<file path="src/sv/vrs_pkg.sv">
// Shared constants, CORDIC arctangent table and inter-stage structs for the
// vector rotate and scale pipeline. No dependencies.
`default_nettype none

package vrs_pkg;

  localparam int ANGLE_STEPS_DEF = 10;
  localparam int COORD_BITS_DEF  = 24;

  localparam int ANGLE_BITS = 13;
  localparam int SCALE_BITS = 16;
  localparam int SCALE_FRAC = 12;   // Q4.12
  localparam int TRIG_FRAC  = 16;   // Q1.16
  localparam int TRIG_W     = 18;   // signed, holds +-1.0 inclusive

  // Q2.30 phase and CORDIC datapath, one bit of headroom
  localparam int ZW = 33;

  localparam int CORDIC_ITERS    = 24;
  localparam int ITERS_PER_STAGE = 2;
  localparam int CORDIC_STAGES   = CORDIC_ITERS / ITERS_PER_STAGE;

  // register stages per unit
  localparam int PHASE_LAT  = 9;
  localparam int CORDIC_LAT = CORDIC_STAGES + 1;
  localparam int MULT_LAT   = 5;

  localparam longint PI_Q30 = 64'sd3373259426;
  localparam logic signed [ZW-1:0] INV_GAIN_Q30 = 33'sd652032874;

  localparam logic [ZW-2:0] ATAN_Q30 [CORDIC_ITERS] = '{
    32'd843314857, 32'd497837830, 32'd263043837, 32'd133525159,
    32'd67021687,  32'd33543516,  32'd16775851,  32'd8388437,
    32'd4194283,   32'd2097149,   32'd1048576,   32'd524288,
    32'd262144,    32'd131072,    32'd65536,     32'd32768,
    32'd16384,     32'd8192,      32'd4096,      32'd2048,
    32'd1024,      32'd512,       32'd256,       32'd128
  };

  typedef struct packed {
    logic                 vld;
    logic                 neg;
    logic signed [ZW-1:0] z;
  } vrs_phase_t;

  typedef struct packed {
    logic                     vld;
    logic signed [TRIG_W-1:0] sin_v;
    logic signed [TRIG_W-1:0] cos_v;
  } vrs_trig_t;

endpackage

`default_nettype wire

</file>
<file path="src/sv/vrs_phase.sv">
// Angle reduction and conversion of the angle code to a Q2.30 phase.
// Nine register stages; uses vrs_pkg.
`default_nettype none

module vrs_phase #(
  parameter int ANGLE_STEPS = vrs_pkg::ANGLE_STEPS_DEF
) (
  input  logic                                  clk,
  input  logic                                  rst,
  input  logic                                  en,
  input  logic                                  in_valid,
  input  logic signed [vrs_pkg::ANGLE_BITS-1:0] turn_angle,
  output vrs_pkg::vrs_phase_t                   ph
);
  import vrs_pkg::*;

  localparam longint FULL    = 360 * longint'(ANGLE_STEPS);
  localparam longint HALF    = 180 * longint'(ANGLE_STEPS);
  localparam longint QUARTER = 90 * longint'(ANGLE_STEPS);
  localparam int UB = ANGLE_BITS;
  localparam int AW = $clog2(FULL) + 2;
  localparam int AB = $clog2(QUARTER + 1);
  localparam int VB = $clog2(QUARTER * HALF);

  localparam logic [UB-1:0] RF      = UB'((longint'(1) << UB) / FULL);
  localparam logic [UB-1:0] FULL_LO = UB'(FULL);
  localparam logic signed [AW-1:0] FULL_A    = AW'(FULL);
  localparam logic signed [AW-1:0] HALF_A    = AW'(HALF);
  localparam logic signed [AW-1:0] QUARTER_A = AW'(QUARTER);
  localparam logic signed [AW-1:0] OFS_A     = AW'((longint'(1) << (UB - 1)) % FULL);
  localparam logic [ZW-2:0] PH_Q    = (ZW-1)'(PI_Q30 / HALF);
  localparam logic [VB-1:0] PH_R    = VB'(PI_Q30 % HALF);
  localparam logic [VB-1:0] PH_HALF = VB'(HALF);
  localparam logic [VB-1:0] RECIP   = VB'((longint'(1) << VB) / HALF);

  logic [PHASE_LAT-1:0] vld;

  // stage 1: offset-binary angle and quotient estimate by full turn
  logic [UB-1:0]   u;
  logic [2*UB-1:0] kprod;
  logic [UB-1:0]   s1_u, s1_k;
  // stage 2: remainder in [0, full turn)
  logic [2*UB-1:0] kf;
  logic [UB-1:0]   rraw, r_next;
  logic [UB-1:0]   s2_r;
  // stage 3: signed angle in (-half, half]
  logic signed [AW-1:0] m0, m1, a_next;
  logic signed [AW-1:0] s3_a;
  // stage 4: quarter fold, magnitude
  logic signed [AW-1:0] f, fmag;
  logic                 fneg;
  logic [AB-1:0]        s4_mag;
  logic                 s4_sgn, s4_neg;
  // stage 5..8: |a| * PI_Q30 / HALF as |a|*Q + floor(|a|*R / HALF)
  logic [ZW-2:0]   s5_p1;
  logic [VB-1:0]   s5_v;
  logic            s5_sgn, s5_neg;
  logic [2*VB-1:0] t;
  logic [AB-1:0]   s6_q;
  logic [VB-1:0]   s6_v;
  logic [ZW-2:0]   s6_p1;
  logic            s6_sgn, s6_neg;
  logic [VB-1:0]   s7_prod, s7_v;
  logic [AB-1:0]   s7_q;
  logic [ZW-2:0]   s7_p1;
  logic            s7_sgn, s7_neg;
  logic [VB-1:0]   rem;
  logic [ZW-2:0]   s8_zabs;
  logic            s8_sgn, s8_neg;
  // stage 9: signed phase
  logic signed [ZW-1:0] s9_z;
  logic                 s9_neg;

  assign u     = {~turn_angle[UB-1], turn_angle[UB-2:0]};
  assign kprod = {{UB{1'b0}}, u} * {{UB{1'b0}}, RF};

  // estimate never exceeds the true quotient, so the low bits of the product suffice
  assign kf     = {{UB{1'b0}}, s1_k} * {{UB{1'b0}}, FULL_LO};
  assign rraw   = s1_u - kf[UB-1:0];
  assign r_next = (rraw >= FULL) ? rraw - FULL_LO : rraw;

  assign m0     = $signed(AW'(s2_r)) - OFS_A;
  assign m1     = (m0 < 0) ? m0 + FULL_A : m0;
  assign a_next = (m1 > HALF_A) ? m1 - FULL_A : m1;

  always_comb begin
    if (s3_a > QUARTER_A) begin
      f    = s3_a - HALF_A;
      fneg = 1'b1;
    end else if (s3_a < -QUARTER_A) begin
      f    = s3_a + HALF_A;
      fneg = 1'b1;
    end else begin
      f    = s3_a;
      fneg = 1'b0;
    end
    fmag = f[AW-1] ? -f : f;
  end

  assign t   = {{VB{1'b0}}, s5_v} * {{VB{1'b0}}, RECIP};
  assign rem = s7_v - s7_prod;

  always_ff @(posedge clk) begin
    if (rst) begin
      vld <= '0;
    end else if (en) begin
      vld <= {vld[PHASE_LAT-2:0], in_valid};
    end
  end

  always_ff @(posedge clk) begin
    if (en) begin
      s1_u    <= u;
      s1_k    <= kprod[2*UB-1:UB];
      s2_r    <= r_next;
      s3_a    <= a_next;
      s4_mag  <= fmag[AB-1:0];
      s4_sgn  <= f[AW-1];
      s4_neg  <= fneg;
      s5_p1   <= (ZW-1)'(s4_mag) * PH_Q;
      s5_v    <= VB'(s4_mag) * PH_R;
      s5_sgn  <= s4_sgn;
      s5_neg  <= s4_neg;
      s6_q    <= t[VB+AB-1:VB];
      s6_v    <= s5_v;
      s6_p1   <= s5_p1;
      s6_sgn  <= s5_sgn;
      s6_neg  <= s5_neg;
      s7_prod <= VB'(s6_q) * PH_HALF;
      s7_q    <= s6_q;
      s7_v    <= s6_v;
      s7_p1   <= s6_p1;
      s7_sgn  <= s6_sgn;
      s7_neg  <= s6_neg;
      // reciprocal estimate is at most one low
      s8_zabs <= s7_p1 + (ZW-1)'(s7_q) + (ZW-1)'(rem >= PH_HALF);
      s8_sgn  <= s7_sgn;
      s8_neg  <= s7_neg;
      s9_z    <= s8_sgn ? -$signed({1'b0, s8_zabs}) : $signed({1'b0, s8_zabs});
      s9_neg  <= s8_neg;
    end
  end

  assign ph = '{vld: vld[PHASE_LAT-1], neg: s9_neg, z: s9_z};

endmodule

`default_nettype wire

</file>
<file path="config.mk">
export PLATFORM = sky130hd
export DESIGN_NAME = vrs_phase
export DESIGN_NICKNAME = d
export VERILOG_FILES = /design/src/sv/vrs_pkg.sv /design/src/sv/vrs_phase.sv
export SDC_FILE = /design/constraint.sdc
export NUM_CORES = 1
export LEC_CHECK = 0
export BUFFER_PORTS_ARGS = -buffer_cell sky130_fd_sc_hd__buf_2
export CORE_MARGIN = 2
export CORE_UTILIZATION = 40
export CTS_CLUSTER_SIZE = 12
export DETAILED_ROUTE_END_ITERATION = 6
export PLACE_DENSITY = 0.6
export SLEW_MARGIN = 40
export SYNTH_ARGS = -nofsm -noshare
export SYNTH_HDL_FRONTEND = slang
export SYNTH_SLANG_ARGS = --single-unit
</file>
<file path="constraint.sdc">
create_clock -name clk -period 7.5 [get_ports clk]
set_input_delay 0.375 -clock clk [delete_from_list [all_inputs] [get_ports clk]]
set_output_delay 0.375 -clock clk [all_outputs]
set_load 0.1 [all_outputs]
</file>
==> results_dict.tcl, run 1 <==
set metrics [dict create \
    status "finished clean" \
    stdcell_area_um2 20800 \
    avgViaCountPerCell 4.92 \
    grt_max_degree 91 \
    ant_nets 0 \
    min_period_ps 5430 \
    place_area_um2 19600 \
    grt_pass1_vias 11100 \
    synthFlopType "edfxtp_1" \
    initial_core_util 0.407 \
    wl_per_cell_um 14.0 \
    drtPass1Iterations 4 \
    yosysSeqAreaShare 0.454 \
    dp.cells 2157 \
    grt_first_pass_wirelength_um 52500 \
    crit_type "flop to flop" \
    maxCapViolCount 0 \
    routed_wl_um 31300 \
    dp_hpwl_um 23900 \
    antennaDiodeCount 0 \
    vias 11000 \
    ys_top_cells_by_area "edfxtp_1, ha_1, fa_1" \
    cts.sinks 283 \
    track_usage 0.136 \
    maxSlewHeadroom 0.495 \
    pin_count 52 \
    synth_seq_cells 283 \
    cts_tree "built" \
    yosysTopAreaCell "edfxtp_1" \
    setup_viol 0 \
    synth_cell_types 78 \
    async_flop_share 0 \
    clockBufferDepth 3 \
    grt_overflow_total 0 \
    root_buffer "clkbuf_16" \
    htree_levels 2 \
    crit_arrival_ps 5770 \
    setup.worst_path.start "s4_mag[8]" \
    drive_above_1_share 0.0834 \
    rsz0062_at_grt "false" \
    insertion_delay_ps 550 \
    final_common_cell "edfxtp_1" \
    die_w_um 219 \
    die_area_um2 48100 \
    port_buffers 51 \
    die_h_um 219 \
    required_ps 7840 \
    core_area_um2 45600 \
    syn_area_um2 18500 \
    start_kind "flop" \
    synth.net_count 1867 \
    crit_path_end "s5_p1[30]" \
    ff2ff_setup_slack_ps 2070 \
    synth_top_area_frac 0.444 \
    fin_skew_ps 16.2 \
    fin_nets 1959 \
    fin_tns_setup_ps 0 \
    crit_path_end_kind "flop" \
    path_clk_slew_ps 60 \
    synthCells 1514 \
    reg2reg_from "s4_mag[8]" \
    antenna_found_initial 0 \
    ys_warn_count 0 \
    rr_endpoint "s5_p1[30]" \
    synth-edff-count 274 \
    hold_violations 0 \
    fp-row-count 78 \
    period_share 0.724 \
    path_max_fanout 7 \
    gp_congestion 0.863 \
    drc 0 \
    worst_pin_slew_ps 757 \
    hp-class "input pin to flop" \
    drt_first_iter_violations 457 \
    fmaxAchievable_mhz 184 \
    cts_buffers 35 \
    final_cell_mix "edfxtp_1, ha_1, inv_1" \
    stdcell_count 2231 \
    area_growth_pct 12.0 \
    rr_worst_depth 19 \
    final_max_slew_viol_count 0 \
    post_cts_resized 0 \
    postSynthAreaPerCell_um2 12.2 \
]
==> kinds of logic (layout without fill, tap and decap cells) <==
| group | after synthesis | count (layout) | share of synthesized area |
|---|---|---|---|
| adder cells (fa/ha/maj) | 336 | 336 | 0.259 |
| flip-flops | 283 | 283 | 0.454 |
| AND/OR/NAND/NOR | 281 | 281 | 0.0799 |
| AO/OA/AOI/OAI | 234 | 234 | 0.0874 |
| buffers and inverters | 226 | 343 | 0.0464 |
| XOR/XNOR | 140 | 140 | 0.0661 |
| multiplexers | 14 | 14 | 0.00770 |
==> Yosys cell counts (4+ instances only) <==
cell	n
edfxtp_1	274
a22oi_1	4
o31ai_1	13
a221oi_1	4
nand4_1	9
a21oi_1	45
nor3_1	23
nor2_1	65
a21o_1	21
nor2b_1	11
or2_2	9
o41ai_1	6
a21boi_0	5
nand2_1	53
fa_1	79
nor3b_1	4
or4_1	4
clkbuf_1	8
and3_1	13
or3_1	10
ha_1	257
inv_1	213
a211oi_1	12
nand3_1	23
o21bai_1	10
xnor2_1	101
xor2_1	39
nand3b_1	7
o2111ai_1	7
mux2i_1	12
a2111oi_0	6
nand2b_1	11
nor4_1	11
o211ai_1	6
dfxtp_1	9
o21a_1	9
a31oi_1	7
o21ai_0	50
and2_1	7
==> stage by stage <==
step / hold slack [ps] / setup WS [ps] / util
6_report: 69.4 / 2070 / 0.455
5_1_grt: 48.2 / 1730 / 0.455
2_1_floorplan: 400 / 2590 / -
4_1_cts: 32.3 / 2100 / 0.455
3_5_place_dp: 405 / 2100 / 0.429
3_3_place_gp: 402 / 2250 / 0.428
==> area by class of cell <==
class | instances | area [um2]
tap | 600 | 751
timing repair buffer | 68 | 450
clock inverter | 22 | 180
fill | 4056 | 24800
sequential | 283 | 8410
clock buffer | 40 | 895
inverter | 213 | 800
multi-input combinational | 1005 | 9270
==> worst min-delay path by stage <==
stage                   startpoint   endpoint  slack, ps  cells past startpoint
finish              turn_angle[12]   s1_u[12]         70                      2
global route        turn_angle[12]   s1_u[12]         50                      2
detailed placement       s5_p1[14]  s6_p1[14]        400                      0
floorplan                   s4_neg     s5_neg        400                      0
global placement           s6_v[5]    s7_v[5]        400                      0
CTS                 turn_angle[12]   s1_u[12]         30                      2
==> state kept, by name, summed over array words and instances (netlist names), 5 cells and up <==
signal	flops
s5_p1	29
s7_p1	31
s6_v	12
s9_z	33
s8_zabs	32
s6_q	5
vld	9
s1_u	13
s7_prod	14
s6_p1	31
s5_v	14
s4_mag	10
s2_r	13
s7_v	12
s3_a	14
==> per-layer routing <==
metal	GRT usage	share of wire	up-vias
li1	-	-	5618
met1	0.167	0.45	5148
met3	0.0302	0.038	49
met4	0.0457	0.025	0
met2	0.235	0.48	151
met5	0	0	-
==> repair_timing <==
| item | 4_1_cts | 5_1_grt |
|---|---|---|
| endpoints found under the hold margin | 12 | 0 |
| buffers inserted | 0 | 0 |
| hold buffers | 12 | 0 |
==> worst max-delay path, stage by stage (launching register included) <==
cell      delay, ps
edfxtp_1        510
inv_1           130
ha_1            350
inv_1            90
ha_1            170
inv_1            60
fa_1            490
inv_1            60
fa_1            540
inv_1            50
fa_1            490
inv_1            40
ha_1            350
a21oi_1         290
nand2_1         140
a211oi_1        340
o21ai_0         240
o311a_1         360
or3_1           380
o311ai_0        120
Power of run 1 is not shown: default switching activity piles up to over one toggle a cycle in this logic, so the estimate is an artifact.
==> run 2, diff against run 1 <==
PLACE_DENSITY = 0.62   (was 0.6)
clock period = 4.59 ns   (was 7.5 ns; I/O delays follow)
==> run 2 against run 1 <==
Against the previous run: the run now ends with setup timing left; setup slack got worse by 2200 ps; via count increased by 5.1%; sequential share of layout area decreased by 2.3 points; flip-flop and latch count unchanged; largest cell class unchanged.
==> results_dict.tcl, run 2 (synthesis gave the netlist of run 1 again) <==
set metrics [dict create \
    vias 11500 \
    drtPass1Iterations 5 \
    stdcell_count 2348 \
    drc 0 \
    final_common_cell "edfxtp_1" \
    root_buffer "clkbuf_16" \
    port_buffers 51 \
    drt_first_iter_violations 468 \
    insertion_delay_ps 580 \
    crit_path_end_kind "flop" \
    hold_violations 0 \
    die_h_um 219 \
    pin_count 52 \
    fillers 4009 \
    multi_input_area_um2 9720 \
    area_growth_pct 18.8 \
    dp_hpwl_um 24200 \
    core_area_um2 45600 \
    routed_wl_um 32200 \
    cts.sinks 283 \
    rsz0062_at_grt "true" \
    antenna_found_initial 0 \
    maxSlewHeadroom 0.516 \
    final.setup.worst_slack_ps -119 \
    setup_viol 5 \
    cts_tree "built" \
    regMostFlops "s9_z" \
    start_kind "flop" \
    required_ps 4990 \
    seq_area_um2 8410 \
    hp-class "input pin to flop" \
    clockBufferDepth 3 \
    fin_tns_setup_ps -263 \
    worst_pin_slew_ps 720 \
    path_max_fanout 4 \
    dp.cells 2255 \
    path_clk_slew_ps 60 \
    final_cell_mix "edfxtp_1, ha_1, inv_1" \
    htree_levels 1 \
    grt_pass1_vias 11500 \
    grt_overflow_total 0 \
    cts_buffers 31 \
    avgViaCountPerCell 4.91 \
    fp-row-count 78 \
    track_usage 0.137 \
    initial_core_util 0.407 \
    place_ws_ps -366 \
    fmaxAchievable_mhz 212 \
    grt_first_pass_wirelength_um 54200 \
    drive_above_1_share 0.183 \
    die_w_um 219 \
    largest_reg_flops 33 \
    fin_nets 2081 \
    gp_congestion 0.885 \
    die_area_um2 48100 \
    reg_top3 "s9_z (33), s8_zabs (32)" \
    crit_type "flop to flop" \
    crit_arrival_ps 5110 \
    antennaDiodeCount 0 \
    ant_nets 0 \
    final_max_slew_viol_count 0 \
    violations "setup timing" \
    wl_per_cell_um 13.7 \
    period_share 1.03 \
    maxCapViolCount 0 \
    grt_max_degree 110 \
    fin_skew_ps 15.0 \
    status "finished, violations left" \
    min_period_ps 4710 \
]
run 2: cell types whose count changed in the layout (fill, tap and decap cells not counted), moves of 6 or more:
cell,before,now
ha_1,257,240
ha_4,0,11
o21ai_0,50,41
inv_2,0,8
buf_4,2,121
ha_2,0,6
inv_1,213,205
run 2: final timing paths:
| kind | to | depth (start not counted) | startpoint | slack (ps) |
|---|---|---|---|---|
| max reg2reg | s5_p1[30] | 14 | s4_mag[8] | -120 |
| min reg2reg | s7_p1[6] | 0 | s6_p1[6] | 410 |
| max | s5_p1[30] | 14 | s4_mag[8] | -120 |
| min | s6_neg | 1 | en | 90 |
run 2: critical path: stages, from the launching register on:
cell      delay (ps)
edfxtp_1         470
buf_4            180
fa_1             510
ha_4             220
fa_1             530
fa_1             470
ha_4             300
ha_4             190
a2111o_1         470
a211oi_4         210
buf_4            150
o21ai_2           60
o311a_1          380
or3_1            320
o311ai_1          80
run 2: metrics by stage:
stage,cell area (um2),util,hold WS [ps]
3_5_place_dp,20300,0.446,405
4_1_cts,21600,0.474,247
5_1_grt,22000,0.483,71.9
3_3_place_gp,20300,0.446,401
2_1_floorplan,18600,-,328
6_report,22000,0.483,89.9
run 2: layout make-up:
type	instances	area share
tap	600	0.0341
multi-input combinational	1005	0.441
clock buffer	38	0.0364
inverter	213	0.0363
timing repair buffer	194	0.0648
sequential	283	0.382
clock inverter	15	0.00528
run 2: metal layers:
metal  GRT usage  share of wire
met1       0.172           0.45
met2       0.244           0.50
met3      0.0193          0.028
met4      0.0367          0.024
met5           0              0
run 2: repair_timing:
action / in CTS / in global routing
setup buffers: 11 / 12
pin swaps: 14 / 46
hold buffers: 16 / 0
hold endpoints to repair: 22 / 0
endpoints found under the setup margin: 36 / 43
cloned: 0 / 0
resized for setup: 27 / 64
Power of run 2 is left out for the same reason.
==> run 3, diff against run 2 <==
CTS_BUF_LIST = sky130_fd_sc_hd__clkbuf_4 sky130_fd_sc_hd__clkbuf_8   (was not set)
RECOVER_POWER = 100   (was not set)
==> run 3 against run 2 <==
Against the previous run: the flow finishes with violations (capacitance limit, slew limit, setup timing); non-clock buffer count decreased by 2; critical path depth unchanged; wire length increased by 0.50%; cell area decreased by 0.93%; setup slack got worse by 33 ps; maximum frequency decreased by 0.70%.
==> results_dict.tcl, run 3 (synthesis gave the netlist of run 1 again) <==
set metrics [dict create \
    status "finished, violations left" \
    violations "capacitance limit, slew limit, setup timing" \
    drive_above_1_share 0.164 \
    holdWs_ps 335 \
    fp-row-count 78 \
    antennaDiodeCount 0 \
    finish.utilization 0.479 \
    initial_core_util 0.407 \
    fmaxAchievable_mhz 211 \
    reg_top3 "s9_z (33), s8_zabs (32)" \
    insertion_delay_ps 610 \
    final.setup.worst_slack_ps -152 \
    die_w_um 219 \
    fin_nets 2095 \
    cts_tree "built" \
    cts.sinks 283 \
    path_max_fanout 4 \
    die_h_um 219 \
    start_kind "flop" \
    setup.worst_path.start "s4_mag[8]" \
    area_growth_pct 17.7 \
    final_max_slew_viol_count 251 \
    crit_path_end_kind "flop" \
    final_common_cell "edfxtp_1" \
    cts_buffers 47 \
    ff2ff_setup_slack_ps -150 \
    drtPass1Iterations 5 \
    path_delay_family "adder cells" \
    wl_per_cell_um 13.6 \
    grt_overflow_total 0 \
    root_buffer "clkbuf_8" \
    die_area_um2 48100 \
    cpPeakStageDelay_ps 590 \
    fin_skew_ps 18.6 \
    ant_nets 0 \
    crit_path_end "s5_p1[30]" \
    rsz0062_at_grt "true" \
    crit_type "flop to flop" \
    min_period_ps 4740 \
    final_cell_mix "edfxtp_1, ha_1, inv_1" \
    routed_wl_um 32400 \
    track_usage 0.139 \
    hold_violations 0 \
    largest_reg_flops 33 \
    port_buffers 51 \
    required_ps 5020 \
    maxSlewHeadroom -0.706 \
    clockBufferDepth 3 \
    drc 0 \
    worst_pin_slew_ps 2560 \
    grt_first_pass_wirelength_um 54200 \
    gp_congestion 0.885 \
    period_share 1.03 \
    path_cells "buf_6 -> fa_2 -> ha_4 -> fa_1 -> fa_2 -> ha_4 -> ha_4 -> a2111o_1 -> a211oi_4 -> buf_4 -> o21ai_2 -> o311a_1 -> or3_1 -> o311ai_1" \
    critical_path_cell_count 14 \
    htree_levels 2 \
    critical-path-slowest-cell "fa_2" \
    setup_viol 5 \
    maxCapViolCount 4 \
    rr_endpoint "s5_p1[30]" \
    crit_arrival_ps 5170 \
    grt_pass1_vias 11600 \
    vias 11600 \
    crit_path_frequent_cell "ha_4" \
    regMostFlops "s9_z" \
    path_buf_inv 2 \
    pin_count 52 \
    reg2reg_from "s4_mag[8]" \
    avgViaCountPerCell 4.88 \
    drt_first_iter_violations 473 \
    hp-class "input pin to flop" \
    path_clk_slew_ps 60 \
    dp_hpwl_um 24200 \
    rr_worst_depth 14 \
    grt_max_degree 110 \
    core_area_um2 45600 \
    antenna_found_initial 0 \
]
-- run 3: changes by cell type in the layout (fill, tap and decap cells not counted), moves of 5 or more --
cell	delta
clkbuf_8	+48
ha_1	+7
clkbuf_1	+44
buf_4	-19
clkinv_2	+5
buf_2	-36
clkbuf_4	+19
clkbuf_16	-31
nor2_1	-5
-- run 3: how the worst min path moves through the flow --
stage                             start   endpoint  slack (ps)  cells after the start
final                     turn_angle[8]    s1_u[8]         330                      2
after global routing      turn_angle[3]    s1_u[3]         290                      2
after CTS                            en    s5_v[4]         190                      1
after detailed placement         s4_sgn     s5_sgn         400                      0
after global placement        s5_p1[14]  s6_p1[14]         400                      0
after floorplan           turn_angle[0]    s1_u[0]         330                      0
-- run 3: per-layer routing --
| layer | up-vias | wire length [um] | track usage |
|---|---|---|---|
| li1 | 5904 | - | - |
| met1 | 5466 | 14600 | 0.172 |
| met3 | 62 | 1130 | 0.0255 |
| met5 | - | 0 | 0 |
| met4 | 0 | 877 | 0.0484 |
| met2 | 157 | 15800 | 0.241 |
-- run 3: layout make-up --
type	count	area, um2
well taps	600	751
clock inverters	21	171
clock buffers	63	773
fillers	4063	23800
multi-input cells	1005	9650
repair buffers	192	1260
inverters	213	802
flip-flops and latches	283	8410
-- run 3: stage by stage --
| stage | setup TNS [ps] | worst slack, ps | instances | cell area [um2] |
|---|---|---|---|---|
| 2_1_floorplan | -14.1 | -14.1 | 1514 | 18600 |
| 3_3_place_gp | -4020 | -259 | 2255 | 20300 |
| 3_5_place_dp | -7020 | -366 | 2255 | 20300 |
| 4_1_cts | 0 | 5.24 | 2364 | 21600 |
| 5_1_grt | -4400 | -246 | 2377 | 21800 |
| 6_report | -403 | -152 | 2377 | 21800 |
-- run 3: worst register-to-register path: cells and delay by family (launching register included) --
family	cells	cell delay (ps)
adder cells (fa/ha/maj)	6	2290
AO/OA/AOI/OAI	5	1200
flip-flops	1	450
AND/OR/NAND/NOR	1	320
buffers and inverters	2	310
-- run 3: what timing repair did --
| item | CTS | global route |
|---|---|---|
| pin swaps | 11 | 55 |
| gates resized for setup | 20 | 75 |
| gates cloned | 0 | 0 |
| setup endpoints to repair | 36 | 42 |
| hold buffers | 16 | 0 |
| buffers inserted | 9 | 12 |
| endpoints found under the hold margin | 22 | 0 |
Power of run 3 is left out for the same reason.
